`src/rtl/piecewise_linear_curve_interpolator_core_macros.svh`:
```
// ----------------------------------------------------------------------------
// Assertion macros for the curve interpolator
// Short forms for the concurrent checks at the end of the top level.
// ----------------------------------------------------------------------------
`ifndef PIECEWISE_LINEAR_CURVE_INTERPOLATOR_CORE_MACROS_SVH
`define PIECEWISE_LINEAR_CURVE_INTERPOLATOR_CORE_MACROS_SVH

// The consequent must hold in the same cycle as the antecedent.
`define PLCI_ASSERT_SAME(lbl, ante, cons) \
  lbl: assert property (@(posedge clk) disable iff (rst) (ante) |-> (cons)) \
    else $error("curve interpolator check failed");

// The consequent must hold in the cycle after the antecedent.
`define PLCI_ASSERT_NEXT(lbl, ante, cons) \
  lbl: assert property (@(posedge clk) disable iff (rst) (ante) |=> (cons)) \
    else $error("curve interpolator check failed");

`endif

```
`src/rtl/plci_pkg.sv`:
```
// ----------------------------------------------------------------------------
// Curve interpolator package
// Shared types, field widths and codes.
// ----------------------------------------------------------------------------
package plci_pkg;

  localparam int DATA_W    = 32;
  localparam int IDX_W     = 10;
  localparam int CNT_W     = 11;
  localparam int STEP_W    = 31;
  localparam int TOL_W     = 16;
  localparam int S_TDATA_W = 112;
  localparam int PADDR_W   = 5;

  localparam logic OP_LOAD  = 1'b0;
  localparam logic OP_QUERY = 1'b1;

  localparam logic ERR_OK    = 1'b0;
  localparam logic ERR_RANGE = 1'b1;

  localparam logic [2:0] REG_EVEN  = 3'd0;
  localparam logic [2:0] REG_COUNT = 3'd1;
  localparam logic [2:0] REG_FIRST = 3'd2;
  localparam logic [2:0] REG_STEP  = 3'd3;
  localparam logic [2:0] REG_TOL   = 3'd4;

  typedef struct packed {
    logic                     even_spacing;
    logic [CNT_W-1:0]         point_count;
    logic signed [DATA_W-1:0] first_distance;
    logic [STEP_W-1:0]        distance_step;
    logic [TOL_W-1:0]         match_tolerance;
  } cfg_t;

  // Request to the scaling unit: q = floor(a * b / c), with b <= c.
  typedef struct packed {
    logic              start;
    logic [DATA_W:0]   a;
    logic [DATA_W-1:0] b;
    logic [DATA_W-1:0] c;
  } md_req_t;

  typedef struct packed {
    logic              busy;
    logic              done;
    logic [DATA_W:0]   q;
    logic [DATA_W-1:0] rem;
  } md_rsp_t;

endpackage

```
`src/rtl/plci_regs.sv`:
```
// ----------------------------------------------------------------------------
// Curve interpolator configuration registers
// APB register file holding the curve settings.
// ----------------------------------------------------------------------------
module plci_regs (
  input  logic                           clk,
  input  logic                           rst,
  input  logic                           psel,
  input  logic                           penable,
  input  logic                           pwrite,
  input  logic [plci_pkg::PADDR_W-1:0]   paddr,
  input  logic [31:0]                    pwdata,
  output logic [31:0]                    prdata,
  output logic                           pready,
  output plci_pkg::cfg_t                 cfg
);
  import plci_pkg::*;

  logic [2:0] idx;
  logic       wr;

  assign pready = 1'b1;
  assign idx    = paddr[4:2];
  assign wr     = psel & penable & pwrite;

  always_ff @(posedge clk) begin
    if (rst) begin
      cfg.even_spacing    <= 1'b0;
      cfg.point_count     <= '0;
      cfg.first_distance  <= '0;
      cfg.distance_step   <= STEP_W'(65536);
      cfg.match_tolerance <= TOL_W'(66);
    end else if (wr) begin
      case (idx)
        REG_EVEN:  cfg.even_spacing    <= pwdata[0];
        REG_COUNT: cfg.point_count     <= pwdata[CNT_W-1:0];
        REG_FIRST: cfg.first_distance  <= pwdata;
        REG_STEP:  cfg.distance_step   <= pwdata[STEP_W-1:0];
        REG_TOL:   cfg.match_tolerance <= pwdata[TOL_W-1:0];
        default: ;
      endcase
    end
  end

  always_comb begin
    case (idx)
      REG_EVEN:  prdata = {31'd0, cfg.even_spacing};
      REG_COUNT: prdata = {21'd0, cfg.point_count};
      REG_FIRST: prdata = cfg.first_distance;
      REG_STEP:  prdata = {1'b0, cfg.distance_step};
      REG_TOL:   prdata = {16'd0, cfg.match_tolerance};
      default:   prdata = '0;
    endcase
  end

endmodule

```
`config.mk`:
```
export PLATFORM = sky130hd
export DESIGN_NAME = plci_regs
export DESIGN_NICKNAME = d
export VERILOG_FILES = /design/src/rtl/piecewise_linear_curve_interpolator_core_macros.svh /design/src/rtl/plci_pkg.sv /design/src/rtl/plci_regs.sv
export SDC_FILE = /design/constraint.sdc
export NUM_CORES = 1
export LEC_CHECK = 0
export ABC_CLOCK_PERIOD_IN_PS = 1580
export BUFFER_PORTS_ARGS = -buffer_cell sky130_fd_sc_hd__buf_2
export CAP_MARGIN = 20
export CORE_MARGIN = 5
export CORE_UTILIZATION = 40
export DETAILED_ROUTE_END_ITERATION = 16
export GPL_TIMING_DRIVEN = 0
export PLACE_DENSITY = 0.66
export SLEW_MARGIN = 20
export SYNTH_ARGS = -nofsm -noshare
export SYNTH_HDL_FRONTEND = slang
export SYNTH_SLANG_ARGS = --single-unit
```
`constraint.sdc`:
```
create_clock -name clk -period 1.58 [get_ports clk]
set_input_delay 0 -clock clk [delete_from_list [all_inputs] [get_ports clk]]
set_output_delay 0 -clock clk [all_outputs]
set_load 0.05 [all_outputs]
```
==> impl_metrics.tcl <==
set metrics [dict create \
    setup_viol 0 \
    top_regs "cfg: 91 flops" \
    core_area_sq_um 10800 \
    routed_wl_mm 14.9 \
    layout-drive-gt1-share_pct 30.5 \
    grt_pass1_vias 4341 \
    reg2regPathDepth 3 \
    outcome "finished, final reports clean" \
    p_seq_share_pct 50.2 \
    powerDensity_nw_per_um2 771 \
    rsz0062_at_grt "false" \
    cp_cell_sequence "buf_2, clkbuf_4, nor2b_1, buf_2, a22oi_1, o22ai_2, buf_2" \
    max-slew-margin-rel_pct 41.9 \
    drv_cap 0 \
    cp_common_cell "buf_2" \
    finalSetupTns_ps 0 \
    critPathMaxFanout 10 \
    worstSetupPathDepth 7 \
    largest_reg_flops 91 \
    largest_register "cfg" \
    nets 720 \
    synth_top_area_share_pct 41.2 \
    worstMarginPinSlew_ps 872 \
    whs_path_depth 3 \
    io_pins 166 \
    die_x_microns 115 \
    drt_iter0_drc 198 \
    synth.avg_cell_area_sq_um 9.28 \
    antenna_found_initial 2 \
    drt_pass1_iterations 4 \
    detailed_place_hpwl_mm 10.7 \
    clk_path_buf_depth 2 \
    vias 4247 \
    syn_nets 518 \
    drtAntennaViolNets 0 \
    grt_pass1_wl_mm 23.1 \
    multi_input_area_sq_um 2460 \
    grt_max_degree 16 \
    ys_ff_latch 91 \
    cp_top_family "buffers and inverters" \
    fin_skew_ps 0 \
    cts_htree_levels 3 \
    antenna_cells 0 \
    internal-power_mw 3.42 \
    pre_cts_slack_ps 6.32 \
    overflow 0 \
    fill_cells 1028 \
    p_sw_mw 1.21 \
    worstSetupStartpointType "input port" \
    place_congestion 0.807 \
    syn_to_final_growth_pct 35.8 \
    ys_types 29 \
    clockRootBuffer "clkbuf_8" \
    hold_path_class "input port to flop" \
    avgRoutedWirePerCell_microns 18.1 \
    cts_setup_buffers 0 \
    critPathRequiredTime_ps 1580 \
    fp.dieH_microns 115 \
    post-route-period-util_pct 96.2 \
    end_kind "output pin" \
    cts_tree "yes" \
    start_util_pct 40.7 \
    hold_viol_final 0 \
    ys_warn_count 0 \
    max_stage_delay_ps 310 \
    syn_inst 476 \
    dieArea_sq_um 13200 \
    maxSlewViolCount 0 \
    synth_area_sq_um 4420 \
    drc 0 \
    yosysSeqAreaShare_pct 41.2 \
    path_class "input port to output pin" \
    max_freq_ghz 0.658 \
    detail_route.vias_per_cell 5.16 \
    clk_pin_slew_ps 90 \
    portBuffers 160 \
    crit_slowest_cell "buf_2" \
    p_comb_share_pct 12.0 \
    postLayoutSetupSlackWorst_ps 60.2 \
    synth_area_leaders "dfxtp_1 41%, mux2i_1 20%, nand2b_1 12%" \
    crit_buf_inv 4 \
    p_clk_share_pct 37.8 \
    clock_latency_ps 360 \
    cts_num_sinks 91 \
    ir_drop_mv 0.505 \
    rows 38 \
    seqCellArea_sq_um 1820 \
    numCtsBuffers 9 \
    fin_crit_ps 1520 \
    yosysTopAreaCell "dfxtp_1" \
    cp.arrival_ps 1520 \
    power_leakage_nw 2.98 \
    track_usage_pct 22.5 \
    switching_share_pct 26.1 \
]
-- cell families (layout without fill, tap and decap cells) --
family                 after synthesis  after routing  synth area share, %
multiplexers                        90             90                 20.4
AND/OR/NAND/NOR                    160            160                 22.0
buffers and inverters               42            249                 4.79
flip-flops                          91             91                 41.2
other                                1              1               0.0849
AO/OA/AOI/OAI                       92             92                 11.4
-- Yosys cell counts --
cell type,n
mux2i_1,89
buf_1,1
clkbuf_1,26
clkbuf_2,1
nand3b_1,1
buf_4,4
a21oi_1,2
o21ai_1,5
o21ai_0,62
and4_1,1
nand3_1,1
buf_6,4
and4b_1,1
nand2_1,6
nor3b_4,1
nor2_1,22
buf_2,6
nor2b_1,32
o22ai_1,11
or2_1,1
a22oi_1,12
mux2_2,1
nand2b_1,88
nand4_4,1
nor3b_1,1
dfxtp_1,91
nand4b_1,3
and3_1,1
conb_1,1
-- layout make-up --
class	instances	area share (%)
Clock inverter	6	1.48
Multi-Input combinational cell	343	41.0
Sequential cell	91	30.4
Tap cell	140	2.92
Buffer	42	3.63
Clock buffer	10	2.13
Timing Repair Buffer	191	18.5
-- routing by layer --
| metal | share of wire, % | vias up | wire (microns) | global-route usage, % |
|---|---|---|---|---|
| li1 | - | 2030 | - | - |
| met4 | 1.2 | 4 | 183 | 6.03 |
| met3 | 7.7 | 18 | 1150 | 5.53 |
| met5 | 0.14 | - | 21 | 0 |
| met1 | 42 | 2038 | 6240 | 27.7 |
| met2 | 49 | 157 | 7270 | 39.4 |
-- per-stage QoR --
stage          power, mW  util, %  area, sq um  hold WS, ps  std cells
3_5_place_dp        2.87     50.4         5470          283        776
2_1_floorplan       2.69        -         4490          167        476
3_3_place_gp        2.86     50.4         5470          276        776
5_1_grt             4.79     55.3         6000         20.6        823
6_report            4.63     55.3         6000         21.1        823
4_1_cts             4.65     55.3         5990         10.4        823
-- final timing paths --
kind,startpoint,to,slack (ps)
worst min-delay path,penable,cfg[3],20
worst min register to register,cfg[31],cfg[31],500
worst max-delay path,paddr[2],prdata[9],60
worst max register to register,cfg[51],cfg[51],780
-- layout by cell type, fill, tap and decap left out, types with 9 or more instances in the layout --
master	count
mux2i_1	89
o22ai_2	11
o21ai_1	10
buf_2	165
dfxtp_1	91
clkbuf_1	24
a22oi_1	12
nor2b_1	32
o21ai_0	57
nor2_1	22
dlygate4sd3_1	31
clkbuf_8	9
nand2b_1	88
-- worst min-delay path, delay by kind of cell --
kind | cells | cell delay (ps)
buffers and inverters | 1 | 130
AND/OR/NAND/NOR | 1 | 120
multiplexers | 1 | 80
-- what timing repair did --
| item | in CTS | in global routing |
|---|---|---|
| hold endpoints to repair | 83 | 0 |
| endpoints found under the setup margin | 0 | 13 |
| hold buffers | 31 | 0 |
| resized for setup | 0 | 8 |
-- power groups by stage --
stage	Combinational (mW)	Sequential [mW]	Clock, mW
floorplan	0.258	2.43	0
global placement	0.489	2.38	0
detailed placement	0.495	2.38	0
CTS	0.556	2.32	1.78
global route	0.593	2.33	1.87
finish	0.557	2.32	1.75
Note: power is estimated with default switching activity, not from simulation.
