## src/rtl/piecewise_linear_curve_interpolator_core_macros.svh

```systemverilog
// ----------------------------------------------------------------------------
// Assertion macros for the curve interpolator
// Short forms for the concurrent checks at the end of the top level.
// ----------------------------------------------------------------------------
`ifndef PIECEWISE_LINEAR_CURVE_INTERPOLATOR_CORE_MACROS_SVH
`define PIECEWISE_LINEAR_CURVE_INTERPOLATOR_CORE_MACROS_SVH

// The consequent must hold in the same cycle as the antecedent.
`define PLCI_ASSERT_SAME(lbl, ante, cons) \
  lbl: assert property (@(posedge clk) disable iff (rst) (ante) |-> (cons)) \
    else $error("curve interpolator check failed");

// The consequent must hold in the cycle after the antecedent.
`define PLCI_ASSERT_NEXT(lbl, ante, cons) \
  lbl: assert property (@(posedge clk) disable iff (rst) (ante) |=> (cons)) \
    else $error("curve interpolator check failed");

`endif

```

## src/rtl/plci_pkg.sv

```systemverilog
// ----------------------------------------------------------------------------
// Curve interpolator package
// Shared types, field widths and codes.
// ----------------------------------------------------------------------------
package plci_pkg;

  localparam int DATA_W    = 32;
  localparam int IDX_W     = 10;
  localparam int CNT_W     = 11;
  localparam int STEP_W    = 31;
  localparam int TOL_W     = 16;
  localparam int S_TDATA_W = 112;
  localparam int PADDR_W   = 5;

  localparam logic OP_LOAD  = 1'b0;
  localparam logic OP_QUERY = 1'b1;

  localparam logic ERR_OK    = 1'b0;
  localparam logic ERR_RANGE = 1'b1;

  localparam logic [2:0] REG_EVEN  = 3'd0;
  localparam logic [2:0] REG_COUNT = 3'd1;
  localparam logic [2:0] REG_FIRST = 3'd2;
  localparam logic [2:0] REG_STEP  = 3'd3;
  localparam logic [2:0] REG_TOL   = 3'd4;

  typedef struct packed {
    logic                     even_spacing;
    logic [CNT_W-1:0]         point_count;
    logic signed [DATA_W-1:0] first_distance;
    logic [STEP_W-1:0]        distance_step;
    logic [TOL_W-1:0]         match_tolerance;
  } cfg_t;

  // Request to the scaling unit: q = floor(a * b / c), with b <= c.
  typedef struct packed {
    logic              start;
    logic [DATA_W:0]   a;
    logic [DATA_W-1:0] b;
    logic [DATA_W-1:0] c;
  } md_req_t;

  typedef struct packed {
    logic              busy;
    logic              done;
    logic [DATA_W:0]   q;
    logic [DATA_W-1:0] rem;
  } md_rsp_t;

endpackage

```

## src/rtl/plci_muldiv.sv

```systemverilog
// ----------------------------------------------------------------------------
// Curve interpolator scaling unit
// Bit-serial floor(a*b/c) with remainder; each bit of a takes a doubling phase and an adding phase.
// ----------------------------------------------------------------------------
module plci_muldiv (
  input  logic              clk,
  input  logic              rst,
  input  plci_pkg::md_req_t req,
  output plci_pkg::md_rsp_t rsp
);
  import plci_pkg::*;

  localparam int ABITS = DATA_W + 1;

  logic                busy;
  logic                done;
  logic                phase;
  logic [5:0]          bit_cnt;
  logic [DATA_W:0]     a_sh;
  logic [DATA_W-1:0]   b_r;
  logic [DATA_W-1:0]   c_r;
  logic [DATA_W:0]     q;
  logic [DATA_W-1:0]   r;
  logic [DATA_W:0]     dbl;
  logic [DATA_W:0]     sum;
  logic                dbl_ge;
  logic                sum_ge;
  logic [DATA_W-1:0]   dbl_next;
  logic [DATA_W-1:0]   sum_next;

  // The remainder stays below c, so each half step subtracts c at most once.
  assign dbl      = {r, 1'b0};
  assign dbl_ge   = dbl >= {1'b0, c_r};
  assign dbl_next = dbl_ge ? DATA_W'(dbl - {1'b0, c_r}) : dbl[DATA_W-1:0];
  assign sum      = {1'b0, r} + {1'b0, b_r};
  assign sum_ge   = sum >= {1'b0, c_r};
  assign sum_next = sum_ge ? DATA_W'(sum - {1'b0, c_r}) : sum[DATA_W-1:0];

  always_ff @(posedge clk) begin
    if (rst) begin
      busy <= 1'b0;
      done <= 1'b0;
    end else begin
      done <= 1'b0;
      if (req.start && !busy) begin
        busy    <= 1'b1;
        phase   <= 1'b0;
        bit_cnt <= 6'(ABITS - 1);
        a_sh    <= req.a;
        b_r     <= req.b;
        c_r     <= req.c;
        q       <= '0;
        r       <= '0;
      end else if (busy) begin
        if (!phase) begin
          r     <= dbl_next;
          q     <= {q[DATA_W-1:0], dbl_ge};
          phase <= 1'b1;
        end else begin
          if (a_sh[DATA_W]) begin
            r <= sum_next;
            q <= q + (DATA_W+1)'(sum_ge);
          end
          a_sh  <= {a_sh[DATA_W-1:0], 1'b0};
          phase <= 1'b0;
          if (bit_cnt == 6'd0) begin
            busy <= 1'b0;
            done <= 1'b1;
          end else begin
            bit_cnt <= bit_cnt - 6'd1;
          end
        end
      end
    end
  end

  assign rsp.busy = busy;
  assign rsp.done = done;
  assign rsp.q    = q;
  assign rsp.rem  = r;

endmodule

```

## config.mk

```make
export PLATFORM = sky130hd
export DESIGN_NAME = plci_muldiv
export DESIGN_NICKNAME = d
export VERILOG_FILES = /design/src/rtl/piecewise_linear_curve_interpolator_core_macros.svh /design/src/rtl/plci_pkg.sv /design/src/rtl/plci_muldiv.sv
export SDC_FILE = /design/constraint.sdc
export NUM_CORES = 1
export LEC_CHECK = 0
export BUFFER_PORTS_ARGS = -buffer_cell sky130_fd_sc_hd__buf_4
export CAP_MARGIN = 20
export CORE_MARGIN = 2
export CORE_UTILIZATION = 64
export DETAILED_ROUTE_END_ITERATION = 8
export PLACE_DENSITY = 0.89
export SYNTH_ARGS = -nofsm -noshare
export SYNTH_HDL_FRONTEND = slang
export SYNTH_SLANG_ARGS = --single-unit
```

## constraint.sdc

```tcl
create_clock -name clk -period 12.75 [get_ports clk]
set_input_delay 1.275 -clock clk [delete_from_list [all_inputs] [get_ports clk]]
set_output_delay 1.275 -clock clk [all_outputs]
set_load 0.02 [all_outputs]
```

==> results of run 1 <==
==> worst max-delay path: stages, from the launching register on <==
cell,delay [ns]
edfxtp_1,0.48
ha_1,0.28
fa_1,0.43
a211oi_1,0.40
o21ai_0,0.24
a22oi_1,0.37
o211ai_1,0.15
a21oi_1,0.34
o31ai_1,0.16
xor2_1,0.17
ha_1,0.39
and3_1,0.23
nand2_1,0.10
or3_1,0.38
o41ai_1,0.25
nor3_1,0.09
o211a_2,0.46
inv_4,0.39
ha_1,0.27
ha_1,0.34
nand4_1,0.29
nor3_2,0.27
nand3_1,0.15
nor2_2,0.19
nand4_1,0.28
or3_1,0.38
a311oi_1,0.25
==> metal layers <==
layer,wire length (um),vias to the layer above,GRT usage [%]
li1,-,5603,-
met1,14890,5535,44.45
met2,16660,635,53.66
met3,4025,103,10.06
met5,0,-,0
met4,1168,0,13.45
==> metrics by stage <==
stage | utilization [%] | std cells
floorplan | - | 1426
global placement | 71.77 | 1816
detailed placement | 71.77 | 1816
finish | 74.96 | 1848
global route | 74.96 | 1848
CTS | 74.96 | 1848
==> cell usage in the layout (no fill, tap or decap), types with 6 or more instances in the layout <==
| cell | synthesis | routed |
|---|---|---|
| a31oi_1 | 18 | 18 |
| mux2i_1 | 15 | 15 |
| nor3_1 | 34 | 34 |
| xnor2_1 | 61 | 61 |
| and2_1 | 6 | 6 |
| ha_1 | 100 | 100 |
| nand4_1 | 26 | 26 |
| xor2_1 | 22 | 22 |
| o21a_1 | 11 | 11 |
| a21boi_0 | 6 | 6 |
| nand2_1 | 214 | 214 |
| a211oi_1 | 31 | 31 |
| o21ai_0 | 87 | 87 |
| nor4_1 | 7 | 7 |
| inv_1 | 67 | 67 |
| o21bai_1 | 9 | 9 |
| o31ai_1 | 7 | 7 |
| edfxtp_1 | 169 | 169 |
| nor2_1 | 115 | 112 |
| and3_1 | 15 | 15 |
| or2_2 | 7 | 7 |
| clkinv_8 | 0 | 7 |
| nand3_1 | 36 | 36 |
| clkbuf_16 | 0 | 17 |
| a21o_1 | 43 | 43 |
| buf_4 | 4 | 174 |
| a32oi_1 | 16 | 16 |
| o211ai_1 | 20 | 20 |
| nor2b_1 | 8 | 7 |
| or3_1 | 8 | 8 |
| nand2b_1 | 7 | 7 |
| a211o_1 | 7 | 7 |
| a21oi_1 | 106 | 106 |
==> how the worst max path moves through the flow <==
stage	to	slack, ns	depth (start not counted)
after global placement	q[30]	5.25	26
after detailed placement	q[30]	5.02	26
after floorplan	q[30]	6.14	28
after global routing	q[30]	4.20	26
after CTS	q[30]	4.95	26
final	q[30]	4.83	26
==> kinds of logic after synthesis <==
family                     Yosys count
and+or+nand+nor                    507
AOI/OAI and AO/OA                  418
DFF                                171
buffers and inverters              124
adders and majority gates          103
xor gates and xnor gates            83
muxes                               20
==> layout make-up <==
cell class              instances  area [sq um]
clock buffers                  17         425.4
clock inverters                15         214.0
fillers                      1441          5019
inverters                      70         265.3
multi-input cells            1131          7357
flip-flops and latches        171          5115
well taps                     270         337.8
repair buffers                174          1306
==> sequential cells by signal (all words and copies together), names as in the netlist <==
register  cells
c_r          32
bit_cnt       6
q            33
phase         1
busy          1
r            32
a_sh         33
done          1
b_r          32
==> report_power, final <==
part           internal (W)  switching [W]  leakage [nW]
clock network      0.000273       0.000284         0.304
registers          0.000684      0.0000447          1.61
logic              0.000459       0.000692          4.31
total               0.00142        0.00102          6.22
==> flow_metrics.py, run 1 <==
metrics = {
    "clock_tree": {
        "clk_path_buf_depth": 2,
        "clk_pin_slew_ns": 0.09,
        "postCtsHoldBufs": 0,
        "ctsHtreeMaxLevel": 4,
        "cts_resized": 0,
        "cts_setup_buffers": 0,
        "root_buffer": "clkbuf_16",
        "clkLatencyLatePin_ns": 0.45,
        "numCtsBuffers": 17,
        "cts_tree": "built",
        "cts_sinks": 171,
    },
    "logic_synthesis": {
        "async_reset_ff_share_pct": 0,
        "synth_area_sq_um": 12960,
        "yosys_warnings": 0,
        "ys_seq_area_share_pct": 39.46,
        "synthFlopType": "edfxtp_1",
        "synth_top_family_by_area": "compound AO/OA/AOI/OAI gates",
        "synth_largest_area_cell": "edfxtp_1",
        "muxShareOfSynthArea_pct": 1.593,
        "synth_fa_ha_area_share_pct": 10.12,
        "synth-edff-count": 169,
        "netlist_instances": 1426,
        "avgSynthCellArea_sq_um": 9.090,
        "netlist_top_cells_count": "nand2_1, edfxtp_1, nor2_1",
        "syn_nets": 1629,
        "synth_seq_cells": 171,
        "yosysMostFrequentCell": "nand2_1",
        "synth_top_cell_area_share_pct": 39.15,
        "synthDistinctLibCells": 85,
        "synthTopCellsByArea": "edfxtp_1, ha_1, nand2_1",
        "synth_xor_area_share_pct": 5.608,
        "synth_compound_area_share_pct": 21.36,
        "yosys.area_share.simple_pct": 17.89,
    },
    "route": {
        "drt_pass1_iterations": 6,
        "drt_iter0_markers": 1252,
        "num_vias": 11880,
        "wl_per_cell_um": 19.89,
        "routed_via_density": 6.426,
        "drtAntennaViolNets": 0,
        "routed_wl_um": 36750,
        "drc": 0,
    },
    "placed_design": {
        "dp_slack_ns": 5.025,
        "place.gp.congestion": 0.9750,
        "port_buffers": 166,
        "post_dp_cell_area_sq_um": 14380,
        "place_hpwl_um": 26530,
    },
    "critical_path": {
        "reg2reg_depth": 26,
        "worstSetupEndpointType": "register",
        "required_ns": 13.03,
        "r2r_start": "r[0]",
        "cp-start-kind": "register",
        "r2r_slack_ns": 4.83,
        "cp-startpoint": "r[0]",
        "reg2reg_to": "q[30]",
        "cp_max_fo": 36,
        "critPathKind": "register to register",
        "critPathArrivalTime_ns": 8.19,
    },
    "sta": {
        "skew_ns": 0.01502,
        "setup_viol": 0,
        "hold_viol": 0,
        "finalWorstSetupSlack_ns": 4.834,
        "maxSlewHeadroom_pct": 30.96,
        "setup_tns_ns": 0,
        "min_period_ns": 7.916,
        "fin_crit_sh_pct": 62.09,
        "clock.fmax_ghz": 0.1263,
        "slew_violations": 0,
        "worstMarginPinSlew_ns": 1.033,
        "hold_slack_ns": 0.5237,
        "rsz0062_at_grt": "false",
    },
    "floorplan": {
        "die-area_sq_um": 21410,
        "core_area_sq_um": 20040,
        "rows": 52,
        "fp.dieH_um": 146.3,
        "pin_count": 167,
        "die_w_um": 146.3,
        "start_util_pct": 64.69,
    },
    "global_routing": {
        "gr-total-overflow": 0,
        "grt_max_degree": 96,
        "grt_antenna_before_repair": 0,
        "grt_pass1_wl_um": 57860,
        "gr-usage-all-layers_pct": 34.03,
        "grt_pass1_vias": 11250,
    },
    "worst_hold_path": {
        "min_path_cells": 2,
        "holdPathEnd": "a_sh[11]",
        "hold_start": "a_sh[10]",
        "hp-class": "register to register",
    },
    "power_and_ir_drop": {
        "power_per_cell_area_nw_per_um2": 162.2,
        "p_leak_nw": 6.223,
        "vdd_ir_drop_max_uv": 100.9,
        "fin_total_pwr_w": 0.002436,
    },
    "layout": {
        "finalInstanceArea_sq_um": 15020,
        "antenna_cells": 0,
        "area_growth_pct": 15.88,
        "post_route_cells_drive_above_1_share_pct": 15.15,
        "layout.nets": 1768,
    },
    "status": {
        "status": "finished clean",
    },
    "job": {
        "maxCapViolCount": 0,
    },
}
No activity file was read; power rests on OpenSTA's default activity.
==> run 2, diff against run 1 <==
--- a/config.mk
+++ b/config.mk
@@ -8,9 +8,9 @@
 export BUFFER_PORTS_ARGS = -buffer_cell sky130_fd_sc_hd__buf_4
 export CAP_MARGIN = 20
 export CORE_MARGIN = 2
-export CORE_UTILIZATION = 64
+export CORE_UTILIZATION = 54
 export DETAILED_ROUTE_END_ITERATION = 8
-export PLACE_DENSITY = 0.89
+export PLACE_DENSITY = 0.8
 export SYNTH_ARGS = -nofsm -noshare
 export SYNTH_HDL_FRONTEND = slang
 export SYNTH_SLANG_ARGS = --single-unit
==> constraint.sdc (replaced) <==
create_clock -name clk -period 6.8 [get_ports clk]
set_input_delay 0.68 -clock clk [delete_from_list [all_inputs] [get_ports clk]]
set_output_delay 0.68 -clock clk [all_outputs]
set_load 0.02 [all_outputs]
==> run 2 against run 1 <==
Effect of this change:
- utilization fell by 10 points
- setup slack got worse by 4.5 ns
- register-to-register slack got worse by 4.5 ns
- final cell count grew 3.4%
- first-iteration DRC count rose by 13%
- via count rose by 1.1%
==> flow_metrics.py, run 2 (synthesized netlist as in run 1, its figures left out) <==
metrics = {
    "power_and_ir_drop": {
        "p_seq_share_pct": 30.0,
        "p_leak_nw": 6.258,
        "switching_share_pct": 41.08,
        "vdd_ir_drop_max_uv": 159.2,
        "combPwrFrac_pct": 48.6,
        "clkPwrFrac_pct": 21.4,
        "power_per_cell_area_nw_per_um2": 299.0,
        "p_int_w": 0.002686,
        "p_sw_w": 0.001873,
    },
    "critical_path": {
        "cp_max_fo": 6,
        "r2r_slack_ns": 0.36,
        "critPathSlowestCell": "nor4bb_1",
        "reg2reg_to": "q[30]",
        "critPathKind": "register to register",
        "cpMostUsedCell": "ha_1",
        "reg2reg_depth": 25,
        "critPathArrivalTime_ns": 6.70,
        "critPathBufInv": 1,
        "critPathMaxStageDelay_ns": 0.59,
        "required_ns": 7.06,
        "worstSetupEndpointType": "register",
        "cp-start-kind": "register",
        "r2r_start": "r[2]",
        "critical-path-top-delay-family": "simple AND/OR/NAND/NOR gates",
    },
    "route": {
        "wl_per_cell_um": 19.64,
        "drt_iter0_markers": 1415,
        "routed_wl_um": 37540,
        "num_vias": 12000,
        "routed_via_density": 6.280,
        "drc": 0,
        "drt_pass1_iterations": 6,
        "drtAntennaViolNets": 0,
    },
    "floorplan": {
        "die_w_um": 158.9,
        "die-area_sq_um": 25260,
        "start_util_pct": 55.06,
        "pin_count": 167,
        "rows": 56,
        "core_area_sq_um": 23540,
        "fp.dieH_um": 158.9,
    },
    "layout": {
        "area_growth_pct": 17.62,
        "layout_common_cells": "nand2_1, buf_4, edfxtp_1",
        "top_regs": "a_sh x33, q x33",
        "layout_commonest_cell": "nand2_1",
        "antenna_cells": 0,
        "final_cells": 1911,
        "multi_input_area_sq_um": 7487,
        "post_route_cells_drive_above_1_share_pct": 16.96,
        "seqCellArea_sq_um": 5115,
        "fillCellCount": 1969,
        "finalInstanceArea_sq_um": 15250,
        "layout.nets": 1782,
    },
    "sta": {
        "setup_tns_ns": 0,
        "clock.fmax_ghz": 0.1554,
        "min_period_ns": 6.436,
        "worstMarginPinSlew_ns": 1.047,
        "setup_viol": 0,
        "skew_ns": 0.01078,
        "fin_crit_sh_pct": 94.65,
        "slew_violations": 0,
        "finalWorstSetupSlack_ns": 0.3637,
        "hold_viol": 0,
        "hold_slack_ns": 0.4039,
        "maxSlewHeadroom_pct": 30.23,
    },
    "placed_design": {
        "dp_slack_ns": 0.1513,
        "post_dp_cell_area_sq_um": 14530,
        "place.gp.congestion": 0.9916,
        "place_hpwl_um": 27010,
        "port_buffers": 166,
        "dp.cells": 1877,
    },
    "global_routing": {
        "gr-usage-all-layers_pct": 29.02,
        "gr-total-overflow": 0,
        "grt_max_degree": 97,
        "grt_antenna_before_repair": 0,
        "grt_pass1_wl_um": 59180,
        "grt_pass1_vias": 11390,
    },
    "worst_hold_path": {
        "hp-class": "input pin to register",
        "holdPathEnd": "c_r[12]",
        "hold_start": "req[12]",
        "min_path_cells": 1,
    },
    "clock_tree": {
        "clkLatencyLatePin_ns": 0.45,
        "cts_tree": "built",
        "clk_pin_slew_ns": 0.08,
        "root_buffer": "clkbuf_16",
        "numCtsBuffers": 17,
        "clk_path_buf_depth": 2,
        "ctsHtreeMaxLevel": 4,
        "cts_sinks": 171,
    },
    "status": {
        "status": "finished clean",
    },
    "job": {
        "maxCapViolCount": 0,
    },
}
## run 2: cell count changes in the layout (fill, tap and decap cells not counted), sizes merged
cell	delta
bufinv	+1
buf	+14
clkinvlp	+4
clkinv	-6
clkbuf	+1
## run 2: power groups by stage
stage | Clock [W] | Combinational, W | Sequential [W]
after detailed placement | 0 | 0.00210 | 0.00139
final | 0.000976 | 0.00222 | 0.00137
after CTS | 0.000980 | 0.00212 | 0.00136
after global routing | 0.00102 | 0.00240 | 0.00138
after global placement | 0 | 0.00206 | 0.00138
after floorplan | 0 | 0.00152 | 0.00142
## run 2: what timing repair did
item | 4_1_cts | 5_1_grt
gates resized for setup | 0 | 26
hold buffers | 0 | 0
endpoints found under the setup margin | 0 | 9
buffers inserted | 0 | 2
## run 2: layer usage
layer / track usage, % / wire [um]
met5: 0 / 0
met4: 9.008 / 1078
met3: 5.340 / 3162
met2: 47.50 / 17370
met1: 39.43 / 15930
## run 2: through the flow
stage / total power, W / utilization, %
global route: 0.004796 / 64.76
CTS: 0.004465 / 64.14
detailed placement: 0.003486 / 61.73
floorplan: 0.002943 / -
global placement: 0.003442 / 61.73
finish: 0.004559 / 64.76
## run 2: cell type report
type                    instances  share of cell area (%)
well taps                     319                   2.618
clock buffers                  18                   2.815
inverters                      70                   1.740
flip-flops and latches        171                   33.55
multi-input cells            1131                   49.11
clock inverters                14                  0.9110
repair buffers                188                   9.257
## run 2: worst register-to-register path: stages (launching register included)
cell and delay, ns:
edfxtp_1 0.45, ha_1 0.47, nand3_1 0.12, o22ai_1 0.33
nor2_1 0.16, nor4bb_1 0.59, a2111oi_2 0.14, o21ai_0 0.25
o211ai_1 0.17, xnor2_1 0.19, ha_1 0.42, and2_1 0.22
nand4_1 0.13, o41ai_1 0.36, nor3_1 0.10, o211a_2 0.31
inv_4 0.06, ha_1 0.17, ha_1 0.21, nand4_1 0.17
nor3_2 0.19, nand3_1 0.14, nor2_2 0.12, nand4_1 0.17
or3_1 0.35, a311oi_1 0.26
## run 2: how the worst max path moves through the flow
stage                     startpoint  endpoint  depth (start not counted)
after global routing            r[2]     q[30]                         26
after global placement          r[0]     q[27]                         28
after floorplan                r[13]     q[30]                         28
after CTS                       r[0]     q[27]                         28
after detailed placement        r[0]     q[27]                         28
final                           r[2]     q[30]                         25
==> run 3, diff against run 2 <==
--- a/config.mk
+++ b/config.mk
@@ -11,6 +11,7 @@
 export CORE_UTILIZATION = 54
 export DETAILED_ROUTE_END_ITERATION = 8
 export PLACE_DENSITY = 0.8
+export RECOVER_POWER = 100
 export SYNTH_ARGS = -nofsm -noshare
 export SYNTH_HDL_FRONTEND = slang
 export SYNTH_SLANG_ARGS = --single-unit
==> run 3 against run 2 <==
Effect of this change:
- sequential power hardly changed
- wire length is 0.20% lower
- combinational power is 2% lower
- die area stayed put
- sequential cell count stayed put
- largest cell class unchanged
- critical path depth is 1 higher
- final cell count stayed put
- the flow now finishes with violations (capacitance limit, slew limit)
- clock power hardly changed
- critical endpoint unchanged
- non-clock buffer count stayed put
- clock skew hardly changed
- highest routed layer unchanged
- utilization is 1.2 points lower
==> flow_metrics.py, run 3 (synthesized netlist as in run 1, its figures left out) <==
metrics = {
    "status": {
        "status": "complete, but fails checks",
        "violations": "capacitance limit, slew limit",
    },
    "critical_path": {
        "critPathBufInv": 2,
        "critPathSlowestCell": "nor4bb_1",
        "worstSetupEndpointType": "register",
        "r2r_slack_ns": 0.35,
        "required_ns": 7.06,
        "cpMostUsedCell": "ha_1",
        "critical-path-top-delay-family": "simple AND/OR/NAND/NOR gates",
        "critPathKind": "register to register",
        "cp-start-kind": "register",
        "critPathMaxStageDelay_ns": 0.60,
        "cp_max_fo": 6,
        "critPathArrivalTime_ns": 6.71,
    },
    "layout": {
        "post_route_cells_drive_above_1_share_pct": 12.31,
        "antenna_cells": 0,
        "seqCellArea_sq_um": 5115,
        "layout_commonest_cell": "nand2_1",
        "multi_input_area_sq_um": 7480,
        "area_growth_pct": 15.43,
        "layout.nets": 1782,
        "finalInstanceArea_sq_um": 14960,
        "top_regs": "a_sh x33, q x33",
        "layout_common_cells": "nand2_1, edfxtp_1, nor2_1",
        "fillCellCount": 2039,
    },
    "route": {
        "routed_via_density": 6.266,
        "num_vias": 11970,
        "drt_iter0_markers": 1332,
        "drt_pass1_iterations": 6,
        "drc": 0,
        "drtAntennaViolNets": 0,
        "routed_wl_um": 37470,
        "wl_per_cell_um": 19.61,
    },
    "clock_tree": {
        "ctsHtreeMaxLevel": 4,
        "cts_sinks": 171,
        "numCtsBuffers": 17,
        "cts_tree": "built",
        "clk_path_buf_depth": 2,
        "clkLatencyLatePin_ns": 0.45,
        "root_buffer": "clkbuf_16",
        "clk_pin_slew_ns": 0.08,
    },
    "placed_design": {
        "place.gp.congestion": 0.9916,
        "post_dp_cell_area_sq_um": 14530,
        "port_buffers": 166,
        "place_hpwl_um": 27010,
        "dp_slack_ns": 0.1513,
    },
    "power_and_ir_drop": {
        "power_per_cell_area_nw_per_um2": 301.7,
        "fin_total_pwr_w": 0.004515,
        "p_leak_nw": 5.973,
        "vdd_ir_drop_max_uv": 155.9,
    },
    "sta": {
        "hold_slack_ns": 0.4251,
        "clock.fmax_ghz": 0.1550,
        "slew_violations": 173,
        "setup_tns_ns": 0,
        "hold_viol": 0,
        "finalWorstSetupSlack_ns": 0.3486,
        "maxSlewHeadroom_pct": -140.5,
        "min_period_ns": 6.451,
        "setup_viol": 0,
        "skew_ns": 0.01097,
        "fin_crit_sh_pct": 94.87,
        "worstMarginPinSlew_ns": 3.607,
    },
    "floorplan": {
        "rows": 56,
        "fp.dieH_um": 158.9,
        "die_w_um": 158.9,
        "start_util_pct": 55.06,
        "core_area_sq_um": 23540,
        "pin_count": 167,
        "die-area_sq_um": 25260,
    },
    "global_routing": {
        "gr-total-overflow": 0,
        "gr-usage-all-layers_pct": 29.02,
        "grt_pass1_wl_um": 59180,
        "grt_antenna_before_repair": 0,
        "grt_pass1_vias": 11390,
        "grt_max_degree": 97,
    },
    "job": {
        "maxCapViolCount": 4,
    },
    "worst_hold_path": {
        "hp-class": "input pin to register",
    },
}
-- run 3: cell types whose count changed in the layout (fill, tap and decap cells not counted), moves of 2 or more --
cell / delta
buf_4: -137
clkbuf_1: +72
clkbuf_4: +63
and2_0: +2
and2_1: -2
clkbuf_2: +2
-- run 3: timing repair --
action | 4_1_cts | 5_1_grt
hold buffers | 0 | 0
setup endpoints to repair | 0 | 9
gates resized for setup | 0 | 26
setup buffers | 0 | 2
-- run 3: layer usage --
layer,global-route usage (%),part of all wire (%),up-vias
met4,9.008,3.1,0
met1,39.43,42,5590
li1,-,-,5616
met2,47.50,46,661
met3,5.340,8.9,107
met5,0,0,-
-- run 3: where the power goes --
part,switching [W],internal [W],leakage (nW)
sequential,0.0000834,0.00129,1.61
clock,0.000460,0.000514,0.269
combinational,0.00132,0.000847,4.09
total,0.00187,0.00265,5.97
-- run 3: layout make-up --
class	instances	area share [%]
Sequential cell	171	34.18
Timing Repair Buffer	188	7.593
Clock inverter	14	0.9282
Inverter	70	1.773
Multi-Input combinational cell	1131	49.99
Clock buffer	18	2.868
Tap cell	319	2.667
-- run 3: worst paths after layout --
path / startpoint / to / depth (start not counted)
worst max register to register: r[2] / q[30] / 26
worst min-delay path: req[12] / c_r[12] / 1
worst max-delay path: r[2] / q[30] / 26
worst min register to register: a_sh[15] / a_sh[16] / 2
-- run 3: worst reg2reg max path, delay by kind of cell, from the launching register on --
family | cells | cell delay [ns]
DFF | 1 | 0.45
xor gates and xnor gates | 1 | 0.19
adders and majority gates | 4 | 1.27
buffers and inverters | 2 | 0.16
and+or+nand+nor | 11 | 2.19
AOI/OAI and AO/OA | 8 | 2.04
-- run 3: through the flow --
| step | util, % | std cells |
|---|---|---|
| after detailed placement | 61.73 | 1877 |
| after global routing | 63.56 | 1911 |
| after floorplan | - | 1426 |
| final | 63.56 | 1911 |
| after global placement | 61.73 | 1877 |
| after CTS | 64.14 | 1909 |
